$ cat src/rtl/miadj_pkg.sv
// Shared types, sizes and index helpers for the 3x3 adjugate inverse unit.
// Depends on nothing; miadj_div and the top level import it, miadj_ram does not.
package miadj_pkg;

    localparam int DIM    = 3;
    localparam int NELEM  = DIM * DIM;
    localparam int ELEM_W = 16;
    localparam int FRAC_W = 16;
    localparam int ADJ_W  = 33;
    localparam int DET_W  = 50;
    localparam int OUT_W  = 49;
    localparam int IDX_W  = 4;

    typedef logic [IDX_W-1:0] t_idx;
    typedef logic [1:0]       t_rc;

    function automatic t_idx f_addr(input t_rc row, input t_rc col);
        t_idx r4;
        r4 = {2'b00, row};
        return (r4 << 1) + r4 + {2'b00, col};
    endfunction

    function automatic t_rc f_lo(input t_rc x);
        return (x == 2'd0) ? 2'd1 : 2'd0;
    endfunction

    function automatic t_rc f_hi(input t_rc x);
        return (x == 2'd2) ? 2'd1 : 2'd2;
    endfunction

endpackage

$ cat src/rtl/miadj_ram.sv
// Generic single-clock RAM with one write port and one registered read port.
// No dependencies.
module miadj_ram #(
    parameter int WIDTH = 16,
    parameter int DEPTH = 9
) (
    input  logic                     i_clk,
    input  logic                     i_we,
    input  logic [$clog2(DEPTH)-1:0] i_waddr,
    input  logic [WIDTH-1:0]         i_wdata,
    input  logic [$clog2(DEPTH)-1:0] i_raddr,
    output logic [WIDTH-1:0]         o_rdata
);
    logic [WIDTH-1:0] r_mem [DEPTH];
    logic [WIDTH-1:0] r_rdata;

    always_ff @(posedge i_clk) begin
        if (i_we) begin
            r_mem[i_waddr] <= i_wdata;
        end
        r_rdata <= r_mem[i_raddr];
    end

    assign o_rdata = r_rdata;
endmodule

$ cat src/rtl/miadj_div.sv
// Restoring unsigned divider, one quotient bit per cycle.
// Depends on miadj_pkg for the operand widths.
module miadj_div (
    input  logic                         i_clk,
    input  logic                         i_rst_n,
    input  logic                         i_start,
    input  logic [miadj_pkg::OUT_W-1:0]  i_num,
    input  logic [miadj_pkg::DET_W-1:0]  i_den,
    output logic                         o_done,
    output logic [miadj_pkg::OUT_W-1:0]  o_quot
);
    import miadj_pkg::*;

    localparam int CNT_W = $clog2(OUT_W);

    logic             r_busy;
    logic             r_done;
    logic [CNT_W-1:0] r_cnt;
    logic [OUT_W-1:0] r_num;
    logic [OUT_W-1:0] r_quot;
    logic [DET_W-1:0] r_rem;
    logic [DET_W-1:0] r_den;
    logic [DET_W:0]   shifted;
    logic             ge;

    assign shifted = {r_rem, r_num[OUT_W-1]};
    assign ge      = shifted >= {1'b0, r_den};

    always_ff @(posedge i_clk) begin
        if (!i_rst_n) begin
            r_busy <= 1'b0;
            r_done <= 1'b0;
            r_cnt  <= '0;
        end else begin
            r_done <= 1'b0;
            if (i_start) begin
                r_busy <= 1'b1;
                r_cnt  <= CNT_W'(OUT_W - 1);
                r_num  <= i_num;
                r_den  <= i_den;
                r_rem  <= '0;
            end else if (r_busy) begin
                r_rem  <= ge ? DET_W'(shifted - {1'b0, r_den}) : shifted[DET_W-1:0];
                r_quot <= {r_quot[OUT_W-2:0], ge};
                r_num  <= r_num << 1;
                r_cnt  <= r_cnt - 1'b1;
                if (r_cnt == '0) begin
                    r_busy <= 1'b0;
                    r_done <= 1'b1;
                end
            end
        end
    end

    assign o_done = r_done;
    assign o_quot = r_quot;
endmodule

$ cat src/rtl/matrix_inverse_adjugate_3x3_unit.sv
// Top level of the 3x3 adjugate inverse unit: loader, cofactor sequencer, output stage.
// Depends on miadj_pkg, miadj_ram and miadj_div.
//
//   channel | valid       | stall       | payload
//   input   | i_in_valid  | o_in_stall  | i_element
//   output  | o_out_valid | i_out_stall | o_inverse_value, o_row_index, o_col_index,
//           |             |             | o_det_value, o_singular, o_last_of_run
//
// Loading accepts one element per cycle; the ninth starts a pass per cofactor,
// sequenced around one read port of the matrix memory. Each result is then read from
// the adjugate memory and, unless singular, divided in the bit-serial divider.
// Reset clears the load count, the determinant and all control; memories keep contents.
// Input is stalled outside loading; a stalled result holds and halts the sequencer.
module matrix_inverse_adjugate_3x3_unit (
    input  logic                               i_clk,
    input  logic                               i_rst_n,
    input  logic                               i_in_valid,
    output logic                               o_in_stall,
    input  logic signed [miadj_pkg::ELEM_W-1:0] i_element,
    output logic                               o_out_valid,
    input  logic                               i_out_stall,
    output logic signed [miadj_pkg::OUT_W-1:0] o_inverse_value,
    output logic [1:0]                         o_row_index,
    output logic [1:0]                         o_col_index,
    output logic signed [miadj_pkg::OUT_W-1:0] o_det_value,
    output logic                               o_singular,
    output logic                               o_last_of_run
);
    import miadj_pkg::*;

    localparam logic [2:0] S_LOAD  = 3'd0;
    localparam logic [2:0] S_CALC  = 3'd1;
    localparam logic [2:0] S_ORD   = 3'd2;
    localparam logic [2:0] S_OCAP  = 3'd3;
    localparam logic [2:0] S_ODIV  = 3'd4;
    localparam logic [2:0] S_OHOLD = 3'd5;

    logic [2:0]                r_state;
    t_idx                      r_count;
    logic [3:0]                r_step;
    t_rc                       r_row;
    t_rc                       r_col;
    logic signed [ELEM_W-1:0]  r_a, r_b, r_c, r_d;
    logic signed [31:0]        r_prod, r_minor;
    logic signed [ADJ_W-1:0]   r_cof;
    logic signed [OUT_W-1:0]   r_dprod;
    logic signed [DET_W-1:0]   r_det;
    logic                      r_neg;
    logic                      r_out_valid;
    logic [OUT_W-1:0]          r_inv;

    logic                      accept_in;
    t_rc                       r1, r2, c1, c2;
    t_idx                      m_raddr;
    logic [ELEM_W-1:0]         m_rdata;
    logic signed [ADJ_W-1:0]   diff, cof;
    logic                      a_we;
    logic [ADJ_W-1:0]          a_rdata;
    logic                      singular;
    logic [ADJ_W-1:0]          adj_mag;
    logic [OUT_W-1:0]          num_mag;
    logic [DET_W-1:0]          det_mag;
    logic                      div_start, div_done;
    logic [OUT_W-1:0]          quot;
    logic                      last_idx;

    assign o_in_stall = (r_state != S_LOAD);
    assign accept_in  = i_in_valid && !o_in_stall;

    assign r1 = f_lo(r_col);
    assign r2 = f_hi(r_col);
    assign c1 = f_lo(r_row);
    assign c2 = f_hi(r_row);

    always_comb begin
        case (r_step)
            4'd0:    m_raddr = f_addr(r1, c1);
            4'd1:    m_raddr = f_addr(r2, c2);
            4'd2:    m_raddr = f_addr(r1, c2);
            4'd3:    m_raddr = f_addr(r2, c1);
            default: m_raddr = f_addr(2'd0, r_row);
        endcase
    end

    assign diff = {r_minor[31], r_minor} - {r_prod[31], r_prod};
    assign cof  = (r_row[0] ^ r_col[0]) ? -diff : diff;
    assign a_we = (r_state == S_CALC) && (r_step == 4'd7);

    miadj_ram #(.WIDTH(ELEM_W), .DEPTH(NELEM)) u_matrix_ram (
        .i_clk   (i_clk),
        .i_we    (accept_in),
        .i_waddr (r_count),
        .i_wdata (i_element),
        .i_raddr (m_raddr),
        .o_rdata (m_rdata)
    );

    miadj_ram #(.WIDTH(ADJ_W), .DEPTH(NELEM)) u_adj_ram (
        .i_clk   (i_clk),
        .i_we    (a_we),
        .i_waddr (f_addr(r_row, r_col)),
        .i_wdata (cof),
        .i_raddr (f_addr(r_row, r_col)),
        .o_rdata (a_rdata)
    );

    assign singular  = (r_det == '0);
    assign adj_mag   = a_rdata[ADJ_W-1] ? (~a_rdata + 1'b1) : a_rdata;
    assign num_mag   = {adj_mag, {FRAC_W{1'b0}}};
    assign det_mag   = r_det[DET_W-1] ? DET_W'(-r_det) : DET_W'(r_det);
    assign div_start = (r_state == S_OCAP) && !singular;
    assign last_idx  = (r_row == 2'd2) && (r_col == 2'd2);

    miadj_div u_div (
        .i_clk   (i_clk),
        .i_rst_n (i_rst_n),
        .i_start (div_start),
        .i_num   (num_mag),
        .i_den   (det_mag),
        .o_done  (div_done),
        .o_quot  (quot)
    );

    always_ff @(posedge i_clk) begin
        if (!i_rst_n) begin
            r_state     <= S_LOAD;
            r_count     <= '0;
            r_step      <= '0;
            r_row       <= '0;
            r_col       <= '0;
            r_det       <= '0;
            r_out_valid <= 1'b0;
        end else begin
            unique case (r_state)
                S_LOAD: begin
                    if (accept_in) begin
                        if (r_count == t_idx'(NELEM - 1)) begin
                            r_count <= '0;
                            r_state <= S_CALC;
                            r_step  <= '0;
                            r_row   <= '0;
                            r_col   <= '0;
                            r_det   <= '0;
                        end else begin
                            r_count <= r_count + 1'b1;
                        end
                    end
                end
                S_CALC: begin
                    r_step <= r_step + 1'b1;
                    case (r_step)
                        4'd1: r_a <= m_rdata;
                        4'd2: r_b <= m_rdata;
                        4'd3: r_c <= m_rdata;
                        4'd4: r_d <= m_rdata;
                        4'd5: r_prod <= 32'(r_a) * 32'(r_b);
                        4'd6: begin
                            r_minor <= r_prod;
                            r_prod  <= 32'(r_c) * 32'(r_d);
                        end
                        4'd7: r_cof <= cof;
                        4'd8: r_a <= m_rdata;
                        4'd9: r_dprod <= OUT_W'(r_a) * OUT_W'(r_cof);
                        4'd10: begin
                            if (r_col == 2'd0) begin
                                r_det <= r_det + {r_dprod[OUT_W-1], r_dprod};
                            end
                            r_step <= '0;
                            if (last_idx) begin
                                r_row   <= '0;
                                r_col   <= '0;
                                r_state <= S_ORD;
                            end else if (r_col == 2'd2) begin
                                r_col <= '0;
                                r_row <= r_row + 1'b1;
                            end else begin
                                r_col <= r_col + 1'b1;
                            end
                        end
                        default: ;
                    endcase
                end
                S_ORD: begin
                    r_state <= S_OCAP;
                end
                S_OCAP: begin
                    r_neg <= a_rdata[ADJ_W-1] ^ r_det[DET_W-1];
                    if (singular) begin
                        r_inv       <= '0;
                        r_out_valid <= 1'b1;
                        r_state     <= S_OHOLD;
                    end else begin
                        r_state <= S_ODIV;
                    end
                end
                S_ODIV: begin
                    if (div_done) begin
                        r_inv       <= r_neg ? (~quot + 1'b1) : quot;
                        r_out_valid <= 1'b1;
                        r_state     <= S_OHOLD;
                    end
                end
                S_OHOLD: begin
                    if (!i_out_stall) begin
                        r_out_valid <= 1'b0;
                        if (last_idx) begin
                            r_row   <= '0;
                            r_col   <= '0;
                            r_state <= S_LOAD;
                        end else begin
                            r_state <= S_ORD;
                            if (r_col == 2'd2) begin
                                r_col <= '0;
                                r_row <= r_row + 1'b1;
                            end else begin
                                r_col <= r_col + 1'b1;
                            end
                        end
                    end
                end
                default: r_state <= S_LOAD;
            endcase
        end
    end

    assign o_out_valid     = r_out_valid;
    assign o_inverse_value = r_inv;
    assign o_row_index     = r_row;
    assign o_col_index     = r_col;
    assign o_det_value     = singular ? '0 : r_det[OUT_W-1:0];
    assign o_singular      = singular;
    assign o_last_of_run   = last_idx;

    a_out_blocks_in: assert property (@(posedge i_clk) disable iff (!i_rst_n)
        o_out_valid |-> o_in_stall)
        else $error("Input accepted while a result is pending.");

    a_singular_zero: assert property (@(posedge i_clk) disable iff (!i_rst_n)
        (o_out_valid && o_singular) |-> (o_inverse_value == '0 && o_det_value == '0))
        else $error("Singular result carries nonzero values.");

    a_last_pos: assert property (@(posedge i_clk) disable iff (!i_rst_n)
        (o_out_valid && o_last_of_run) |-> (o_row_index == 2'd2 && o_col_index == 2'd2))
        else $error("Last item flag at the wrong position.");

    a_count_range: assert property (@(posedge i_clk) disable iff (!i_rst_n)
        r_count <= t_idx'(NELEM - 1))
        else $error("Load count out of range.");

    a_div_only_busy: assert property (@(posedge i_clk) disable iff (!i_rst_n)
        div_done |-> (r_state == S_ODIV))
        else $error("Divider finished outside its wait state.");
endmodule
$ cat config.mk
export PLATFORM = sky130hd
export DESIGN_NAME = matrix_inverse_adjugate_3x3_unit
export DESIGN_NICKNAME = d
export VERILOG_FILES = /design/src/rtl/miadj_pkg.sv /design/src/rtl/miadj_ram.sv /design/src/rtl/miadj_div.sv /design/src/rtl/matrix_inverse_adjugate_3x3_unit.sv
export SDC_FILE = /design/constraint.sdc
export NUM_CORES = 2
export LEC_CHECK = 0
export ABC_AREA = 1
export BUFFER_PORTS_ARGS = -buffer_cell sky130_fd_sc_hd__buf_4
export CELL_PAD_IN_SITES_DETAIL_PLACEMENT = 2
export CELL_PAD_IN_SITES_GLOBAL_PLACEMENT = 2
export CORE_UTILIZATION = 37
export DETAILED_ROUTE_END_ITERATION = 8
export PLACE_DENSITY = 0.75
export REMOVE_ABC_BUFFERS = 1
export SETUP_SLACK_MARGIN = 0.4
export SLEW_MARGIN = 20
export SYNTH_ARGS = -nofsm -noshare
export SYNTH_HDL_FRONTEND = slang
export SYNTH_SLANG_ARGS = --single-unit
$ cat constraint.sdc
create_clock -name i_clk -period 6.03 [get_ports i_clk]
set_input_delay 0.3015 -clock i_clk [delete_from_list [all_inputs] [get_ports i_clk]]
set_output_delay 0.3015 -clock i_clk [all_outputs]
set_load 0.01 [all_outputs]
## After elaboration in Yosys (flattened, before gate mapping)

Memories as Yosys holds them, arrays and structs flattened. A register that Yosys moved wholly into a read port is not among the register bits.
Index checks and enable logic that the tools add are counted.

- Register bits after elaboration: 531
- Bits in latches: 0
- Bits in writable memories: 441
- ROM bits: 0
- Input bits: 20
- Output and inout bits: 106
- Word-level logic and storage cells: 190
- Memories kept: 2

- Add/sub/neg operators: 20
- Multipliers: 3
- Div/mod/pow operators: 0
- Order comparisons: 1
- Equal/unequal tests: 26
- Shift operators: 0
- Mux-type cells: 63
- Bitwise gates (word level): 7
- Reduce and logical (&&, ||, !) cells: 41

Memory list:

| memory | depth | width | rd ports | clocked after memory_dff | write ports | line | text |
|---|---|---|---|---|---|---|---|
| u_adj_ram.r_mem | 9 | 33 | 1 | 1 | 1 | miadj_ram.sv:14 | `logic [WIDTH-1:0] r_mem [DEPTH];` |
| u_matrix_ram.r_mem | 9 | 16 | 1 | 1 | 1 | miadj_ram.sv:14 |  |

Operator list:

| operator | number |
|---|---|
| $mux W49 | 7 |
| $mux W50 | 6 |
| $pmux W50 S2 | 1 |
| $pmux W49 S2 | 1 |
| $mux W33 | 2 |
| $mul A16 B16 Y32 | 2 |
| $pmux W32 S2 | 1 |
| $ge A51 B50 Y1 | 1 |
| $add A50 B50 Y50 | 1 |
| $logic_not A50 Y1 | 1 |
| $neg A50 Y50 | 1 |
| $sub A50 B50 Y50 | 1 |
| $add A49 B1 Y49 const B | 1 |
| $mul A16 B33 Y49 | 1 |
| $not A49 Y49 | 1 |
| $add A33 B1 Y33 const B | 1 |
| $neg A33 Y33 | 1 |
| $not A33 Y33 | 1 |
| $sub A32 B32 Y33 | 1 |
| $reduce_and A3 Y1 | 10 |
| $mux W2 | 13 |
| $mux W3 | 6 |
| $pmux W3 S6 | 1 |
| $eq A4 B3 Y1 const B | 4 |
| other kinds (39) | 95 |

## Longest topological paths before layout

- Depth in word-level cells: 5
- Mapped depth: 30
- Gate-level depth less buffers: 28

## Cells and area by module

A second synthesis with hierarchy kept.

- Cells, all modules: 11407
- Area total of the unflattened synthesis: 93460.9 um^2

By module, submodules not included:

| module | instances | cells an instance | area each (um^2) | sequential area each (um^2) |
|---|---|---|---|---|
| matrix_inverse_adjugate_3x3_unit | 1 | 8054 | 61482.7 | 9128.8 |
| miadj_ram (u_adj_ram) | 1 | 1203 | 13225.2 | 9579.2 |
| miadj_div | 1 | 1556 | 12288.0 | 6105.9 |
| miadj_ram (u_matrix_ram) | 1 | 594 | 6465.0 | 4644.5 |

## Worst setup path after synthesis

OpenSTA, ideal clock, no wires.

- Path kind: register -> register
- Start point: register r_det[1]
- End point: register u_div.r_num[16], enable pin
- Setup time: 445 ps
- Arrival: 5602 ps
- Data required time: 5585 ps
- Setup slack: -17 ps
- Stages on the path, launching flop included: 15
- Buffers on the path: 1
- Clock period less this slack: 6047 ps
- Cell sequence: dfxtp_1 > inv_1 > ha_1 > inv_1 > nor3_2 > nand2_1 > nor2_2 > nand4_1 > nor2_1 > nand2_1 > nand2_1 > buf_4 > nor2_1 > inv_1 > nand2_1

- Cells in the longest elaborated chain, start to end: 5

RTL lines:

| what | line | text |
|---|---|---|
| from (decl) | matrix_inverse_adjugate_3x3_unit.sv:47 | `logic signed [DET_W-1:0] r_det;` |
| from (signal assigned) | matrix_inverse_adjugate_3x3_unit.sv:166 | `r_det <= r_det + {r_dprod[OUT_W-1], r_dprod};` |
| $logic_not A50 Y1 | matrix_inverse_adjugate_3x3_unit.sv:107 | `assign singular = (r_det == '0);` |
| $logic_not A1 Y1 | matrix_inverse_adjugate_3x3_unit.sv:111 | `assign div_start = (r_state == S_OCAP) && !singular;` |
| $logic_and A1 B1 Y1 | matrix_inverse_adjugate_3x3_unit.sv:111 |  |
| $reduce_bool A2 Y1 (no source line) | - |  |
| $reduce_and A2 Y1 (no source line) | - |  |
| to (signal assigned) | miadj_div.sv:39 | `r_num <= i_num;` |
| to (signal assigned) | miadj_div.sv:45 | `r_num <= r_num << 1;` |
| to (decl) | miadj_div.sv:19 | `logic [OUT_W-1:0] r_num;` |

No other way between the ends.
A chain may end at the register's enable or synchronous reset.

## Worst setup path after layout

- Start point: register r_a[8]
- End point: register r_dprod[38] (data pin)

- Cells in the longest elaborated chain, start to end: 1

RTL lines:

| what | line | text |
|---|---|---|
| from (decl) | matrix_inverse_adjugate_3x3_unit.sv:43 | `logic signed [ELEM_W-1:0] r_a, r_b, r_c, r_d;` |
| from (signal assigned) | matrix_inverse_adjugate_3x3_unit.sv:152 | `4'd1: r_a <= m_rdata;` |
| from (signal assigned) | matrix_inverse_adjugate_3x3_unit.sv:162 | `4'd8: r_a <= m_rdata;` |
| $mul A16 B33 Y49 | matrix_inverse_adjugate_3x3_unit.sv:163 | `4'd9: r_dprod <= OUT_W'(r_a) * OUT_W'(r_cof);` |
| to (signal assigned) | matrix_inverse_adjugate_3x3_unit.sv:163 |  |
| to (decl) | matrix_inverse_adjugate_3x3_unit.sv:46 | `logic signed [OUT_W-1:0] r_dprod;` |

No other way between the ends.

==> impl_metrics.ini <==
[clock_tree]
cts_buffer_depth = 3
cts_max_level = 3
cts_root_buf = clkbuf_16
cts_buffers = 116
insertion_delay_ns = 0.88
clk_pin_slew_ns = 0.08
cts.sinks = 1006
cts_tree = built

[detailed_routing]
avgViaCountPerCell = 5.60
wl_um = 447000
drc_errors = 0
drtAntennaViolNets = 0
dr.first_iter.drc_count = 5571
dr.pass1.iters = 6
wl_per_cell_um = 31.1
vias = 80473

[sta]
period_share = 1.18
fmax_ghz = 0.140
timing.final.crit_period_ns = 7.12
worst_pin_slew_ns = 1.30
relSlewSlack = 0.133
rsz0062_at_grt = true
skew_ns = 0.143
fin_tns_setup_ns = -34.24
hold_viol = 0
drv_slew = 0
worst_slack_ns = -1.09
setup_viol = 59

[place]
place_congestion = 0.894
portBuffers = 125
dp.final_hpwl_um = 265000

[global_route]
antenna_found_initial = 20
grt_use_total = 0.315
grt_max_degree = 102
grt_overflow = 0
grt_pass1_wl_um = 577000
grt_pass1_vias = 89787

[status]
violations = negative setup slack
status = complete, but fails checks

[synthesis]
synth_seq_cells = 1006
synth.largest_area_cell = edfxtp_1
synth_edf_count = 883
syn_area_um2 = 89400
ys_top_cells_by_area = edfxtp_1 (30%), fa_1 (23%), inv_1 (9.9%)
ys_types = 67
syn_area_per_cell_um2 = 8.68
yosysSeqAreaShare = 0.324
async_reset_ff_frac = 0
synthCells = 10298
post-synth-top-area-fraction = 0.297
synth_ff_type = edfxtp_1
ys_warn_count = 0

[die]
dieArea_um2 = 244000
boundaryPins = 126
die_h_um = 494
start_util = 0.372
dieWidth_um = 494
rows = 180
fp.coreArea_um2 = 240000

[power_and_ir_drop]
p_int_mw = 12.1
power_leakage_nw = 51.5
clock_power_share = 0.516
sw_frac_of_total = 0.235
power.density_nw_per_um2 = 144
power_frac_seq = 0.476
combPwrFrac = 0.008
ir_worst_vdd_uv = 266
power.switching_mw = 3.71

[critical_path]
max_stage_delay_ns = 0.64
critPathRequiredTime_ns = 6.66
crit_top_cell = inv_1
crit_path_end_kind = flop
startpoint_type = flop
crit_type = flop to flop
slowest_stage = fa_1
crit_arrival_ns = 7.75
cp_max_fo = 7

[flow_run]
drv_cap = 0

[hold_path]
min_path_type = input pin to flop

[final_layout]
fin_util = 0.457
nNetsFinal = 12539
layout_commonest_cell = nand2_1
syn2layout_area_growth_pct = 22.8
layout_common_cells = nand2_1 (2177), inv_1 (2175), fa_1 (931), edfxtp_1 (883), buf_4 (809)
layout-drive-gt1-share = 0.195
## power by group through the flow
stage / Combinational (mW) / Clock, mW / Sequential (mW)
after floorplan: 0.0447 / 0 / 7.66
after global placement: 0.0998 / 0 / 7.67
after detailed placement: 0.108 / 0 / 7.67
after CTS: 0.122 / 8.09 / 7.52
after global routing: 0.139 / 8.42 / 7.52
final: 0.132 / 8.16 / 7.52
## final cells by class
class / instances / area (um^2)
fillers: 25710 / 131000
multi-input cells: 6499 / 53700
flip-flops and latches: 1006 / 29000
repair buffers: 1060 / 9880
inverters: 2379 / 8960
well taps: 3185 / 3990
clock buffers: 142 / 3170
clock inverters: 77 / 1060
diodes: 14 / 35.0
## sequential cells by signal, indices dropped and copies added, names as in the netlist, 3 cells and up
signal	count
u_matrix_ram.o_rdata	16
r_det	50
u_div.r_cnt	6
u_adj_ram.o_rdata	33
r_state	3
u_div.r_num	33
r_prod	32
r_cof	33
r_dprod	49
r_step	4
r_a	16
r_b	16
u_div.o_quot	49
u_div.r_den	50
r_c	16
r_minor	32
o_inverse_value	49
u_adj_ram.r_mem	297
u_matrix_ram.r_mem	144
r_count	4
r_d	16
u_div.r_rem	50
## cell usage after synthesis (27+ instances only)
master,number
inv_1,2360
nand2_1,2330
fa_1,1030
edfxtp_1,883
nor2_1,607
a21oi_1,487
ha_1,427
o21ai_0,375
clkbuf_1,354
nand3_1,240
xor2_1,134
dfxtp_1,123
xnor2_1,109
nor3_1,101
nand4_1,97
o211ai_1,72
a22oi_1,67
a31oi_1,51
o21ai_1,41
or2_2,38
o21bai_1,36
buf_2,35
a221o_1,33
a21o_1,32
nor4_1,27
## kinds of logic after synthesis
| kind of cell | after synthesis | synth area share |
|---|---|---|
| AOI/OAI and AO/OA | 1272 | 0.0822 |
| xor gates and xnor gates | 246 | 0.0243 |
| DFF | 1006 | 0.324 |
| adders and majority gates | 1457 | 0.290 |
| buffers and inverters | 2793 | 0.118 |
| muxes | 1 | 0.000112 |
| and+or+nand+nor | 3523 | 0.161 |
## per-layer routing
metal  share of wire  wire [um]  global-route usage
met3           0.061      27300              0.0433
met1            0.35     156000               0.356
met2            0.50     223000               0.575
met4           0.090      40300               0.160
met5         0.00022        100                   0
## path summary, 6_finish.rpt
path,cells after the start,slack (ns),startpoint,to
max reg2reg,27,-1.09,r_a[8],r_dprod[38]
min reg2reg,0,0.46,u_div.o_quot[47],u_div.o_quot[48]
max,27,-1.09,r_a[8],r_dprod[38]
min,6,0.19,i_out_stall,r_state[1]
## worst max-delay path: cells and delay by family (launching register included)
kind / cells / cell delay, ns
and+or+nand+nor: 7 / 1.07
buffers and inverters: 12 / 1.57
xor gates and xnor gates: 1 / 0.35
adders and majority gates: 7 / 3.43
DFF: 1 / 0.45
## what timing repair did
action | 4_1_cts | 5_1_grt
endpoints found under the setup margin | 56 | 62
gates cloned | 8 | 3
hold buffers | 18 | 0
setup buffers | 123 | 88
gates resized for setup | 812 | 379
hold endpoints to repair | 151 | 0
pin swaps | 310 | 258
## metrics by stage
step / worst slack (ns) / power (mW) / std cells / area (um^2) / hold WS, ns
5_1_grt: -1.03 / 16.1 / 14355 / 110000 / 0.182
4_1_cts: -0.107 / 15.7 / 14255 / 108000 / 0.0783
3_3_place_gp: -0.410 / 7.77 / 13887 / 99100 / 0.435
2_1_floorplan: -1.47 / 7.71 / 9884 / 87800 / 0.400
3_5_place_dp: -0.503 / 7.78 / 13887 / 99100 / 0.440
6_report: -1.09 / 15.8 / 14362 / 110000 / 0.189
Power figures use the tool's default switching activity.
